<file path="src/rtl/hee_pkg.sv">
package hee_pkg;

  localparam int unsigned QUEUE_DEPTH_DEF = 4;

  localparam logic [7:0] CH_AMP  = 8'h26;
  localparam logic [7:0] CH_HASH = 8'h23;
  localparam logic [7:0] CH_SEMI = 8'h3B;
  localparam logic [7:0] CH_LT   = 8'h3C;
  localparam logic [7:0] CH_GT   = 8'h3E;
  localparam logic [7:0] CH_QUOT = 8'h22;
  localparam logic [7:0] CH_APOS = 8'h27;
  localparam logic [7:0] CH_ZERO = 8'h30;

  // Replacement character U+FFFD as UTF-8, left aligned in a job.
  localparam logic [47:0] FFFD_DATA = 48'hEFBFBD_000000;

  typedef enum logic [1:0] {
    JOB_RAW,
    JOB_DEC,
    JOB_END
  } job_kind_e;

  // RAW: cnt bytes, first byte in data[47:40]. DEC: value in data[20:0].
  typedef struct packed {
    job_kind_e   kind;
    logic [2:0]  cnt;
    logic [47:0] data;
    logic        last;
  } job_t;

endpackage

</file>
<file path="src/rtl/hee_in_if.sv">
interface hee_in_if;
  logic       valid;
  logic       ready;
  logic [7:0] in_byte;
  logic       in_last;

  modport source (output valid, output in_byte, output in_last, input ready);
  modport sink (input valid, input in_byte, input in_last, output ready);
endinterface

</file>
<file path="src/rtl/hee_out_if.sv">
interface hee_out_if;
  logic       valid;
  logic       ready;
  logic [7:0] out_byte;
  logic       byte_valid;
  logic       run_last;
  logic       string_end;

  modport source (output valid, output out_byte, output byte_valid, output run_last,
                  output string_end, input ready);
  modport sink (input valid, input out_byte, input byte_valid, input run_last,
                input string_end, output ready);
endinterface

</file>
<file path="src/rtl/hee_front.sv">
module hee_front import hee_pkg::*; (
  input  logic   clk_i,
  input  logic   rst_ni,
  hee_in_if.sink in_i,
  input  logic   full_i,
  output logic   push_o,
  output job_t   job_o
);

  localparam logic [2:0] SEQ_NONE = 3'd0;
  localparam logic [2:0] SEQ_2    = 3'd2;
  localparam logic [2:0] SEQ_3    = 3'd3;
  localparam logic [2:0] SEQ_4    = 3'd4;

  logic        es_q, es_d;
  logic [2:0]  seq_q, seq_d;
  logic [1:0]  gat_q, gat_d;
  logic [23:0] held_q, held_d;
  logic [1:0]  swl_q, swl_d;

  logic        accept;
  logic        jv;
  job_t        job;

  assign in_i.ready = !full_i;
  assign accept     = in_i.valid && !full_i;
  assign push_o     = accept && jv;
  assign job_o      = job;

  always_comb begin
    logic [7:0]  b;
    logic        lst;
    logic [10:0] v2;
    logic [15:0] v3;
    logic [20:0] v4;
    logic [2:0]  rem;

    b   = in_i.in_byte;
    lst = in_i.in_last;
    v2  = {held_q[4:0], b[5:0]};
    v3  = {held_q[11:8], held_q[5:0], b[5:0]};
    v4  = {held_q[18:16], held_q[13:8], held_q[5:0], b[5:0]};
    rem = seq_q - 3'd1 - {1'b0, gat_q};

    es_d     = es_q;
    seq_d    = seq_q;
    gat_d    = gat_q;
    held_d   = held_q;
    swl_d    = swl_q;
    jv       = 1'b0;
    job      = '0;
    job.kind = JOB_RAW;
    job.last = lst;

    if (swl_q != 2'd0) begin
      swl_d = swl_q - 2'd1;
    end else if (seq_q != SEQ_NONE) begin
      if (b[7:6] != 2'b10) begin
        jv       = 1'b1;
        job.cnt  = 3'd3;
        job.data = FFFD_DATA;
        es_d     = 1'b1;
        swl_d    = rem[1:0];
        seq_d    = SEQ_NONE;
        gat_d    = 2'd0;
        held_d   = '0;
      end else if ({1'b0, gat_q} + 3'd1 == seq_q) begin
        jv = 1'b1;
        case (seq_q)
          SEQ_2: begin
            if (v2 >= 11'd160 && v2 < 11'd256) begin
              job.kind = JOB_DEC;
              job.data = {37'h0, v2};
              es_d     = 1'b1;
            end else begin
              job.cnt  = 3'd2;
              job.data = {held_q[7:0], b, 32'h0};
            end
          end
          SEQ_3: begin
            if (v3 >= 16'hD800 && v3 <= 16'hDFFF) begin
              job.cnt  = 3'd3;
              job.data = FFFD_DATA;
              es_d     = 1'b1;
            end else begin
              job.cnt  = 3'd3;
              job.data = {held_q[15:0], b, 24'h0};
            end
          end
          default: begin
            if (es_q || v4 >= 21'h10000) begin
              job.kind = JOB_DEC;
              job.data = {27'h0, v4};
              es_d     = 1'b1;
            end else begin
              job.cnt  = 3'd4;
              job.data = {held_q, b, 16'h0};
            end
          end
        endcase
        seq_d  = SEQ_NONE;
        gat_d  = 2'd0;
        held_d = '0;
      end else begin
        held_d = {held_q[15:0], b};
        gat_d  = gat_q + 2'd1;
        if (lst) begin
          jv       = 1'b1;
          job.cnt  = 3'd3;
          job.data = FFFD_DATA;
        end
      end
    end else if (!b[7]) begin
      jv = 1'b1;
      case (b)
        CH_LT: begin
          job.cnt  = 3'd4;
          job.data = {"&lt;", 16'h0};
          es_d     = 1'b1;
        end
        CH_GT: begin
          job.cnt  = 3'd4;
          job.data = {"&gt;", 16'h0};
          es_d     = 1'b1;
        end
        CH_QUOT: begin
          job.cnt  = 3'd6;
          job.data = "&quot;";
          es_d     = 1'b1;
        end
        CH_APOS: begin
          job.cnt  = 3'd5;
          job.data = {"&#39;", 8'h0};
          es_d     = 1'b1;
        end
        CH_AMP: begin
          job.cnt  = 3'd5;
          job.data = {"&amp;", 8'h0};
          es_d     = 1'b1;
        end
        default: begin
          job.cnt  = 3'd1;
          job.data = {b, 40'h0};
        end
      endcase
    end else if (b[7:6] == 2'b10) begin
      jv = 1'b1;
      if (es_q) begin
        job.cnt  = 3'd3;
        job.data = FFFD_DATA;
      end else begin
        job.cnt  = 3'd1;
        job.data = {b, 40'h0};
      end
    end else if (b[7:5] == 3'b110 || b[7:4] == 4'b1110 || b[7:3] == 5'b11110) begin
      if (b[7:5] == 3'b110) begin
        seq_d = SEQ_2;
      end else if (b[7:4] == 4'b1110) begin
        seq_d = SEQ_3;
      end else begin
        seq_d = SEQ_4;
      end
      gat_d  = 2'd1;
      held_d = {16'h0, b};
      if (lst) begin
        jv       = 1'b1;
        job.cnt  = 3'd3;
        job.data = FFFD_DATA;
      end
    end else begin
      jv       = 1'b1;
      job.cnt  = 3'd1;
      job.data = {b, 40'h0};
    end

    if (lst) begin
      es_d   = 1'b0;
      seq_d  = SEQ_NONE;
      gat_d  = 2'd0;
      held_d = '0;
      swl_d  = 2'd0;
      if (!jv) begin
        jv       = 1'b1;
        job.kind = JOB_END;
        job.cnt  = 3'd1;
        job.data = '0;
      end
    end
  end

  always_ff @(posedge clk_i or negedge rst_ni) begin
    if (!rst_ni) begin
      es_q   <= 1'b0;
      seq_q  <= SEQ_NONE;
      gat_q  <= 2'd0;
      held_q <= '0;
      swl_q  <= 2'd0;
    end else if (accept) begin
      es_q   <= es_d;
      seq_q  <= seq_d;
      gat_q  <= gat_d;
      held_q <= held_d;
      swl_q  <= swl_d;
    end
  end

endmodule

</file>
<file path="src/rtl/hee_fifo.sv">
module hee_fifo import hee_pkg::*; #(
  parameter int unsigned Depth = QUEUE_DEPTH_DEF
) (
  input  logic clk_i,
  input  logic rst_ni,
  input  logic push_i,
  input  job_t job_i,
  output logic full_o,
  output logic valid_o,
  output job_t head_o,
  input  logic pop_i
);

  localparam int unsigned PtrW = (Depth > 1) ? $clog2(Depth) : 1;
  localparam int unsigned CntW = $clog2(Depth + 1);
  localparam logic [PtrW-1:0] PtrLast = PtrW'(Depth - 1);

  job_t            mem_q [Depth];
  logic [PtrW-1:0] wr_ptr_q, rd_ptr_q;
  logic [CntW-1:0] cnt_q;

  assign full_o  = (cnt_q == CntW'(Depth));
  assign valid_o = (cnt_q != '0);
  assign head_o  = mem_q[rd_ptr_q];

  always_ff @(posedge clk_i) begin
    if (push_i) begin
      mem_q[wr_ptr_q] <= job_i;
    end
  end

  always_ff @(posedge clk_i or negedge rst_ni) begin
    if (!rst_ni) begin
      wr_ptr_q <= '0;
      rd_ptr_q <= '0;
      cnt_q    <= '0;
    end else begin
      if (push_i) begin
        wr_ptr_q <= (wr_ptr_q == PtrLast) ? '0 : wr_ptr_q + 1'b1;
      end
      if (pop_i) begin
        rd_ptr_q <= (rd_ptr_q == PtrLast) ? '0 : rd_ptr_q + 1'b1;
      end
      if (push_i && !pop_i) begin
        cnt_q <= cnt_q + 1'b1;
      end else if (pop_i && !push_i) begin
        cnt_q <= cnt_q - 1'b1;
      end
    end
  end

endmodule

</file>
<file path="src/rtl/hee_back.sv">
module hee_back import hee_pkg::*; (
  input  logic       clk_i,
  input  logic       rst_ni,
  input  logic       valid_i,
  input  job_t       head_i,
  output logic       pop_o,
  hee_out_if.source  out_o
);

  localparam logic [1:0] ST_IDLE = 2'd0;
  localparam logic [1:0] ST_RAW  = 2'd1;
  localparam logic [1:0] ST_DIG  = 2'd2;

  localparam int unsigned DigMax = 7;
  // floor(v / 10) == (v * Div10Mul) >> Div10Shift for every v below 2**26.
  localparam logic [23:0] Div10Mul   = 24'hCCCCCD;
  localparam int unsigned Div10Shift = 27;

  logic [1:0]  st_q, st_d;
  logic [47:0] sh_q, sh_d;
  logic [2:0]  cnt_q, cnt_d;
  logic        dec_q, dec_d;
  logic        bv_q, bv_d;
  logic        last_q, last_d;
  logic        conv_q, conv_d;
  logic [20:0] val_q, val_d;
  logic [2:0]  ndig_q, ndig_d;
  logic [3:0]  dig_q [DigMax];

  logic        ov_q;
  logic [7:0]  obyte_q;
  logic        obv_q, orl_q, ose_q;

  logic        cand_v, cand_bv, cand_rl, cand_se;
  logic [7:0]  cand_byte;
  logic        take, fetch;
  logic [44:0] prod;
  logic [20:0] quo, quo_x10, diff;
  logic [3:0]  digit;

  assign prod    = {24'h0, val_q} * {21'h0, Div10Mul};
  assign quo     = {3'h0, prod[44:Div10Shift]};
  assign quo_x10 = (quo << 3) + (quo << 1);
  assign diff    = val_q - quo_x10;
  assign digit   = diff[3:0];

  always_comb begin
    cand_v    = 1'b0;
    cand_byte = 8'h00;
    cand_bv   = 1'b1;
    cand_rl   = 1'b0;
    cand_se   = 1'b0;
    case (st_q)
      ST_RAW: begin
        cand_v    = 1'b1;
        cand_byte = sh_q[47:40];
        cand_bv   = bv_q;
        cand_rl   = (cnt_q == 3'd1) && !dec_q;
        cand_se   = (cnt_q == 3'd1) && !dec_q && last_q;
      end
      ST_DIG: begin
        cand_v    = !conv_q;
        cand_byte = CH_ZERO | {4'h0, dig_q[ndig_q - 3'd1]};
      end
      default: cand_v = 1'b0;
    endcase
  end

  assign take  = cand_v && (!ov_q || out_o.ready);
  assign fetch = (st_q == ST_IDLE) ||
                 (take && st_q == ST_RAW && cnt_q == 3'd1 && !dec_q);
  assign pop_o = fetch && valid_i;

  always_comb begin
    st_d   = st_q;
    sh_d   = sh_q;
    cnt_d  = cnt_q;
    dec_d  = dec_q;
    bv_d   = bv_q;
    last_d = last_q;
    val_d  = val_q;
    conv_d = conv_q;
    ndig_d = ndig_q;

    if (conv_q) begin
      val_d  = quo;
      ndig_d = ndig_q + 3'd1;
      conv_d = (quo != '0);
    end

    if (take) begin
      case (st_q)
        ST_RAW: begin
          if (cnt_q != 3'd1) begin
            sh_d  = {sh_q[39:0], 8'h00};
            cnt_d = cnt_q - 3'd1;
          end else if (dec_q) begin
            st_d = ST_DIG;
          end
        end
        ST_DIG: begin
          ndig_d = ndig_q - 3'd1;
          if (ndig_q == 3'd1) begin
            st_d  = ST_RAW;
            sh_d  = {CH_SEMI, 40'h0};
            cnt_d = 3'd1;
            dec_d = 1'b0;
            bv_d  = 1'b1;
          end
        end
        default: st_d = st_q;
      endcase
    end

    if (fetch) begin
      if (valid_i) begin
        st_d   = ST_RAW;
        last_d = head_i.last;
        case (head_i.kind)
          JOB_DEC: begin
            sh_d   = {CH_AMP, CH_HASH, 32'h0};
            cnt_d  = 3'd2;
            dec_d  = 1'b1;
            bv_d   = 1'b1;
            val_d  = head_i.data[20:0];
            conv_d = 1'b1;
            ndig_d = 3'd0;
          end
          JOB_END: begin
            sh_d  = '0;
            cnt_d = 3'd1;
            dec_d = 1'b0;
            bv_d  = 1'b0;
          end
          default: begin
            sh_d  = head_i.data;
            cnt_d = head_i.cnt;
            dec_d = 1'b0;
            bv_d  = 1'b1;
          end
        endcase
      end else begin
        st_d = ST_IDLE;
      end
    end
  end

  always_ff @(posedge clk_i or negedge rst_ni) begin
    if (!rst_ni) begin
      st_q   <= ST_IDLE;
      cnt_q  <= 3'd0;
      dec_q  <= 1'b0;
      bv_q   <= 1'b1;
      last_q <= 1'b0;
      conv_q <= 1'b0;
      ndig_q <= 3'd0;
      ov_q   <= 1'b0;
    end else begin
      st_q   <= st_d;
      cnt_q  <= cnt_d;
      dec_q  <= dec_d;
      bv_q   <= bv_d;
      last_q <= last_d;
      conv_q <= conv_d;
      ndig_q <= ndig_d;
      if (!ov_q || out_o.ready) begin
        ov_q <= cand_v;
      end
    end
  end

  always_ff @(posedge clk_i) begin
    sh_q  <= sh_d;
    val_q <= val_d;
    if (conv_q) begin
      dig_q[ndig_q] <= digit;
    end
    if (take) begin
      obyte_q <= cand_byte;
      obv_q   <= cand_bv;
      orl_q   <= cand_rl;
      ose_q   <= cand_se;
    end
  end

  assign out_o.valid      = ov_q;
  assign out_o.out_byte   = obyte_q;
  assign out_o.byte_valid = obv_q;
  assign out_o.run_last   = orl_q;
  assign out_o.string_end = ose_q;

endmodule

</file>
<file path="src/rtl/html_escape_utf8_checked.sv">
// A request passes through the job queue and the back end's shift register before it reaches the output register.
// Throughput: one output byte per cycle while the output is ready and no decimal digits are pending.
// Decimal references wait for the divide-by-ten digit loop before their digits are sent.
// A request is accepted in any cycle in which the job queue between front and back has room.
// Reset (asynchronous, active low) empties the queue and returns the decoder to string start.
module html_escape_utf8_checked import hee_pkg::*; #(
  parameter int unsigned QueueDepth = QUEUE_DEPTH_DEF
) (
  input  logic      clk_i,
  input  logic      rst_ni,
  hee_in_if.sink    in_i,
  hee_out_if.source out_o
);

  logic q_push, q_full, q_valid, q_pop;
  job_t q_job, q_head;

  hee_front u_front (
    .clk_i  (clk_i),
    .rst_ni (rst_ni),
    .in_i   (in_i),
    .full_i (q_full),
    .push_o (q_push),
    .job_o  (q_job)
  );

  hee_fifo #(
    .Depth (QueueDepth)
  ) u_fifo (
    .clk_i   (clk_i),
    .rst_ni  (rst_ni),
    .push_i  (q_push),
    .job_i   (q_job),
    .full_o  (q_full),
    .valid_o (q_valid),
    .head_o  (q_head),
    .pop_i   (q_pop)
  );

  hee_back u_back (
    .clk_i   (clk_i),
    .rst_ni  (rst_ni),
    .valid_i (q_valid),
    .head_i  (q_head),
    .pop_o   (q_pop),
    .out_o   (out_o)
  );

  a_push_room : assert property (@(posedge clk_i) disable iff (!rst_ni)
    q_push |-> !q_full)
    else $error("job pushed into a full queue");

  a_pop_data : assert property (@(posedge clk_i) disable iff (!rst_ni)
    q_pop |-> q_valid)
    else $error("job popped from an empty queue");

  a_end_marker : assert property (@(posedge clk_i) disable iff (!rst_ni)
    (out_o.valid && !out_o.byte_valid) |-> (out_o.string_end && out_o.out_byte == 8'h00))
    else $error("empty result outside a string end");

  a_end_run : assert property (@(posedge clk_i) disable iff (!rst_ni)
    (out_o.valid && out_o.string_end) |-> out_o.run_last)
    else $error("string end without run end");

endmodule
</file>
<file path="src/flat_wrapper.sv">
// flat-port wrapper written by rule: the top's interface ports become plain ports
module html_escape_utf8_checked_flat import hee_pkg::*;
#(
  parameter int unsigned QueueDepth = QUEUE_DEPTH_DEF
)
  (clk_i, rst_ni, in_i_valid, in_i_in_byte, in_i_in_last, in_i_ready, out_o_valid, out_o_out_byte, out_o_byte_valid, out_o_run_last, out_o_string_end, out_o_ready);
  hee_in_if in_i_i ();
  hee_out_if out_o_i ();
  input  logic clk_i;
  input  logic rst_ni;
  input wire logic [$bits(in_i_i.valid)-1:0] in_i_valid;
  input wire logic [$bits(in_i_i.in_byte)-1:0] in_i_in_byte;
  input wire logic [$bits(in_i_i.in_last)-1:0] in_i_in_last;
  output wire logic [$bits(in_i_i.ready)-1:0] in_i_ready;
  output wire logic [$bits(out_o_i.valid)-1:0] out_o_valid;
  output wire logic [$bits(out_o_i.out_byte)-1:0] out_o_out_byte;
  output wire logic [$bits(out_o_i.byte_valid)-1:0] out_o_byte_valid;
  output wire logic [$bits(out_o_i.run_last)-1:0] out_o_run_last;
  output wire logic [$bits(out_o_i.string_end)-1:0] out_o_string_end;
  input wire logic [$bits(out_o_i.ready)-1:0] out_o_ready;
  assign in_i_i.valid = in_i_valid;
  assign in_i_i.in_byte = in_i_in_byte;
  assign in_i_i.in_last = in_i_in_last;
  assign in_i_ready = in_i_i.ready;
  assign out_o_valid = out_o_i.valid;
  assign out_o_out_byte = out_o_i.out_byte;
  assign out_o_byte_valid = out_o_i.byte_valid;
  assign out_o_run_last = out_o_i.run_last;
  assign out_o_string_end = out_o_i.string_end;
  assign out_o_i.ready = out_o_ready;
  html_escape_utf8_checked #(.QueueDepth(QueueDepth)) u_core (.clk_i(clk_i), .rst_ni(rst_ni), .in_i(in_i_i), .out_o(out_o_i));
endmodule
</file>
<file path="config.mk">
export PLATFORM = sky130hd
export DESIGN_NAME = html_escape_utf8_checked_flat
export DESIGN_NICKNAME = d
export VERILOG_FILES = /design/src/rtl/hee_pkg.sv /design/src/rtl/hee_in_if.sv /design/src/rtl/hee_out_if.sv /design/src/rtl/hee_front.sv /design/src/rtl/hee_fifo.sv /design/src/rtl/hee_back.sv /design/src/rtl/html_escape_utf8_checked.sv /design/src/flat_wrapper.sv
export SDC_FILE = /design/constraint.sdc
export NUM_CORES = 1
export LEC_CHECK = 0
export BUFFER_PORTS_ARGS = -buffer_cell sky130_fd_sc_hd__buf_2
export CELL_PAD_IN_SITES_DETAIL_PLACEMENT = 0
export CELL_PAD_IN_SITES_GLOBAL_PLACEMENT = 2
export CORE_ASPECT_RATIO = 0.75
export CORE_MARGIN = 2
export CORE_UTILIZATION = 49
export CTS_BUF_LIST = sky130_fd_sc_hd__clkbuf_4 sky130_fd_sc_hd__clkbuf_8
export DETAILED_ROUTE_END_ITERATION = 12
export MAX_ROUTING_LAYER = met4
export PLACE_DENSITY_LB_ADDON = 0.12
export SYNTH_ARGS = -nofsm -noshare
export SYNTH_HDL_FRONTEND = slang
export SYNTH_SLANG_ARGS = --single-unit
</file>
<file path="constraint.sdc">
create_clock -name clk_i -period 14.15 [get_ports clk_i]
set_input_delay 2.83 -clock clk_i [delete_from_list [all_inputs] [get_ports clk_i]]
set_output_delay 2.83 -clock clk_i [all_outputs]
set_load 0.03 [all_outputs]
</file>
# After elaboration in Yosys (flattened, before gate mapping)

Memory sizes are Yosys's and may differ from the RTL's.
Cells that the tools add are included.

Muxes and demuxes: 131
Reductions and logical operators: 44
Add/sub/neg operators: 14
Order comparisons: 5
Eq/ne operators: 33
Multipliers: 1

Operators with widths:

| operator               | number |
|---|---|
| $mux 48                | 8 |
| $mux 51                | 6 |
| $pmux 51 s5            | 1 |
| $mux 24                | 8 |
| $pmux 48 s2            | 2 |
| $mux 53                | 3 |
| $pmux 51 s2            | 1 |
| $mux 50                | 2 |
| $mux 21                | 4 |
| $mux 3                 | 24 |
| $mux 2                 | 23 |
| $mul 21x24->45 const B | 1 |
| $mux 1                 | 42 |
| $eq 8x6->1 const B     | 5 |
| $reduce_bool 3->1      | 8 |
| $ge 21x17->1 const B   | 1 |
| $reduce_bool 21->1     | 1 |
| $ge 16x16->1 const B   | 1 |
| $le 16x16->1 const B   | 1 |
| $pmux 8 s2             | 1 |
| $logic_and 1x1->1      | 13 |
| $ne 3x3->1 const B     | 4 |
| $pmux 3 s2             | 2 |
| $ge 11x8->1 const B    | 1 |
| other kinds (34)       | 65 |

Bits in writable memories: 244
Memories: 2
Word-level logic and storage cells: 252
Bits of input ports: 13
Output and inout port bits: 13
Flip-flop bits (word level): 132

Memory list:

| name                | depth | bits a word | read ports | clocked after memory_dff | write ports | RTL line       | text |
|---|---|---|---|---|---|---|---|
| u_core.u_fifo.mem_q | 4     | 54          | 1          | 0                        | 1           | hee_fifo.sv:18 | `job_t mem_q [Depth];` |
| u_core.u_back.dig_q | 7     | 4           | 1          | 0                        | 1           | hee_back.sv:28 | `logic [3:0] dig_q [DigMax];` |

# Longest topological paths before layout

Depth in word-level cells: 14
Mapped depth: 26
Mapped depth without buffers: 26

# Cells and area by module

From an unflattened synthesis, not the netlist that was laid out.

Cell total of the unflattened synthesis: 2,077
Area, all modules: 23,953.0 sq um

Modules (own cells, without submodules):

| module    | instances | cells each | area an instance (sq um) |
|---|---|---|---|
| hee_back  | 1         | 1,384      | 12,723.5 |
| hee_fifo  | 1         | 319        | 8,209.1 |
| hee_front | 1         | 374        | 3,020.4 |

# Worst setup path before layout

OpenSTA, ideal clock, no wires.

Path kind: reg2reg
From: register u_core.u_back.val_q[6]
To: memory u_core.u_back.dig_q[0][3], data pin
Stages on the path, launching flop included: 21
Arrival: 5.912 ns
Setup time: 0.219 ns
Clock period less this slack: 6.132 ns
Required time: 13.931 ns
Slack: 8.018 ns
Cells stage by stage: dfxtp_1 ha_1 fa_1 inv_1 fa_1 fa_1 fa_1 inv_1 fa_1 inv_1 fa_1 inv_1 ha_1 nand4_1 o41ai_4 a21boi_1 xnor2_1 ha_1 nand2_1 nand2_1 xnor2_1

Word-level cells in the longest chain between the ends: 3

RTL lines:

| element                   | RTL line        | text |
|---|---|---|
| from (decl)               | hee_back.sv:26  | `logic [20:0] val_q, val_d;` |
| from (signal assigned)    | hee_back.sv:174 | `val_q <= val_d;` |
| $mul 21x24->45            | hee_back.sv:41  | `assign prod = {24'h0, val_q} * {21'h0, Div10Mul};` |
| $add 4x4->4               | hee_back.sv:43  | `assign quo_x10 = (quo << 3) + (quo << 1);` |
| $sub 4x4->4               | hee_back.sv:44  | `assign diff = val_q - quo_x10;` |
| via u_core.u_back.diff[3] | hee_back.sv:38  | `logic [20:0] quo, quo_x10, diff;` |
| to (decl)                 | hee_back.sv:28  |  |

The timed path passes the listed nets, and every way through them passes these cells.

# Worst setup path after layout

From: register u_core.u_back.val_q[6]
To: memory u_core.u_back.dig_q[6][3], data pin

Same word-level chain as after synthesis.

==> summary.md <==
| Metric | Value |
|---|---|
| Status | complete, no violations |
| Routed Antenna Nets | 0 |
| Syn-to-layout area delta | 8.01% |
| Resize count post-CTS | 0 |
| Seq/Total Area, Yosys | 0.442 |
| Worst Hold Depth | 2 |
| # setup viols final | 0 |
| Total GRT Usage | 0.266 |
| Initial Utilization | 0.495 |
| Largest net degree at the start of global routing | 79 |
| Die ar. | 0.0496 mm^2 |
| Die H | 193 um |
| Worst path depth | 20 |
| Max Fclk | 128 MHz |
| Reg clk slew, reported paths | 0.06 ns |
| Ys Warns | 0 |
| Crit path cell chain | ha_1, fa_1, inv_1, fa_1, fa_1, fa_1, inv_1, fa_1, inv_1, fa_1, inv_1, ha_1, nand4_1, o41ai_4, a21boi_1, xnor2_1, ha_1, xnor2_1, xnor2_1, xnor2_1 |
| Routed length per instance | 22.9 um |
| Global route overflow | 0 |
| Max-Cap Viols | 0 |
| First-pass GRT wire length | 97,300 um |
| Syn nets | 2,415 |
| CTS max path bufs | 3 |
| Distinct cell type count after synthesis | 75 |
| Critical path buffers and inverters | 4 |
| First DRT Iteration DRCs | 1,541 |
| Critical path class | reg -> reg |
| Slowest cell on crit path | o41ai_4 |
| Crit end category | register |
| Share of cells above drive strength 1 | 0.112 |
| Post-synth top flop | edfxtp_1 |
| Most common cell after layout, fill and taps aside | edfxtp_1 |
| Vias in the first global route | 15,600 |
| Routed WL | 63,300 um |
| Chip Width | 256 um |
| I/O Buffers | 25 |
| IO Count | 26 |
| Cell mode on critical path | fa_1 |
| CP startpoint | u_core.u_back.val_q[6] |
| First-pass detailed-route iteration total | 6 |
| Vias/cell | 5.80 |
| Clock Tree Root | clkbuf_8 |
| Hold Startpoint | u_core.u_back.sh_q[5] |
| Most frequent cells in the layout | 255 x edfxtp_1, 252 x inv_1, 204 x nand2_1, 204 x ha_1, 135 x o21ai_0 |
| Initial antenna violation count | 1 |
| Hold_buf cts | 0 |
| CP Max Fanout | 7 |
| Slew headroom | 0.324 |
| Skew-Pair Late Insertion Delay | 0.61 ns |
| Nets@finish | 2,420 |
| Vias | 16,000 |
| Number of enable flip-flop cells after synthesis | 255 |
| Detailed Place HPWL | 47,300 um |
| Hold Vio Cnt, Final | 0 |
| Core area | 0.0473 mm^2 |
| Setup Buffers After CTS | 0 |
| Total negative slack | 0 ns |
| Synth Cell Area | 0.0234 mm^2 |
| H-tree depth | 2 |
| Clock Skews | 0.0210 ns |
| Crit path arrival time | 8.15 ns |
| DR DRC count | 0 |
| Rows | 69 |
| Final cycle utilization of the critical path | 0.552 |
| Worst endpoint required time | 14.49 ns |
| Worst Tran Pin Value | 1.01 ns |
| FF-to-FF Start | u_core.u_back.val_q[6] |
| Worst setup SP type | register |
| Global placement routability congestion | 0.991 |
| Reg2Reg Depth | 20 |
| Share of flip-flops with an asynchronous set or reset | 0.138 |
| Hold WC Path Type | reg -> reg |
| RSZ-0062 raised after global routing | no |
| CTS tree | yes |
| Clock Sinks | 376 |
| Syn avg cell area | 11.3 um^2 |
| Yosys reg bits | 376 |
| Num CTS Buffers | 54 |
| Fin. max-slew vios | 0 |
| Gate Count Post-Synth | 2,073 |
| Worst path top cell family by delay | adder cells |
| Min cycle time layout | 7.82 ns |
| Crit-path max cell delay | 0.93 ns |
[Yosys cell counts, types with 10 or more instances]
cell / instances / area (um^2)
edfxtp_1: 255 / 7660
inv_1: 252 / 946
ha_1: 204 / 2550
nand2_1: 204 / 766
o21ai_0: 135 / 676
fa_1: 125 / 2500
nor2_1: 109 / 409
a21oi_1: 107 / 536
clkbuf_1: 80 / 300
dfxtp_1: 69 / 1380
mux4_2: 58 / 1310
nand3_1: 53 / 265
dfrtp_1: 51 / 1280
a22oi_1: 34 / 255
nor3_1: 23 / 115
xnor2_1: 23 / 201
a221oi_1: 21 / 184
a31oi_1: 21 / 131
mux2i_1: 20 / 200
a21o_1: 19 / 143
a22o_1: 15 / 131
and2_1: 14 / 87.6
and3_1: 14 / 87.6
nor2b_1: 14 / 87.6
nand4_1: 12 / 75.1
xor2_1: 11 / 96.3
buf_1: 10 / 37.5
[state kept, by name, indices dropped and copies added, names as in the netlist, 3 cells and up]
signal,count
u_core.u_front.seq_q,3
u_core.u_front.held_q,24
u_core.u_back.out_o.out_byte,8
u_core.u_back.val_q,21
u_core.u_fifo.mem_q,216
u_core.u_back.sh_q,48
u_core.u_back.cnt_q,3
u_core.u_back.dig_q,28
u_core.u_fifo.cnt_q,3
u_core.u_back.ndig_q,3
[metal layers]
layer  GRT usage  part of all wire  vias to the layer above
met1       0.448              0.53                     8064
met5           -                 0                        -
li1            -                 -                     7367
met2       0.327              0.38                      549
met4      0.0362             0.010                        0
met3      0.0532             0.086                       60
[area by class of cell]
type | instances | area, um^2
Tap cell | 639 | 800
Timing Repair Buffer | 46 | 283
Multi-Input combinational cell | 1348 | 11800
Fill cell | 4239 | 22000
Clock buffer | 91 | 1080
Clock inverter | 11 | 65.1
Sequential cell | 376 | 10300
Antenna cell | 1 | 2.50
Inverter | 252 | 946
[worst min-delay path, stage by stage (launching register included)]
cell and delay, ns:
dfxtp_1 0.31, nand3_1 0.06, nand2_1 0.05
[per-stage QoR]
step / util / cells / setup slack [ns] / area (um^2) / hold WS [ns]
global placement: 0.510 / 2661 / 6.48 / 24100 / 0.443
CTS: 0.534 / 2763 / 6.43 / 25300 / 0.458
detailed placement: 0.510 / 2661 / 6.48 / 24100 / 0.447
floorplan: - / 2073 / 8.02 / 23400 / 0.434
global route: 0.534 / 2763 / 6.08 / 25300 / 0.470
finish: 0.534 / 2764 / 6.33 / 25300 / 0.458
[logic make-up (layout without fill, tap and decap cells)]
logic type / count (synthesis) / after routing / synth area share
other cells: 0 / 1 / 0
buf+inv: 349 / 400 / 0.0563
fa+ha+maj: 329 / 329 / 0.216
xor+xnor: 34 / 34 / 0.0127
mux: 80 / 80 / 0.0653
compound gates: 419 / 419 / 0.113
flops: 376 / 376 / 0.442
simple gates: 486 / 486 / 0.0948
[path summary, 6_finish.rpt]
kind | to | slack, ns
hold reg to reg | u_core.u_back.sh_q[5] | 0.46
setup reg to reg | u_core.u_back.dig_q[6][3] | 6.33
setup / recovery | u_core.u_back.dig_q[6][3] | 6.33
max in group asynchronous | u_core.u_fifo.rd_ptr_q[0] | 11.11
hold / removal | u_core.u_back.sh_q[5] | 0.46
min in group asynchronous | u_core.u_fifo.cnt_q[0] | 2.39
Power is not shown: default switching activity piles up to over one toggle a cycle in this logic, so the estimate is an artifact.
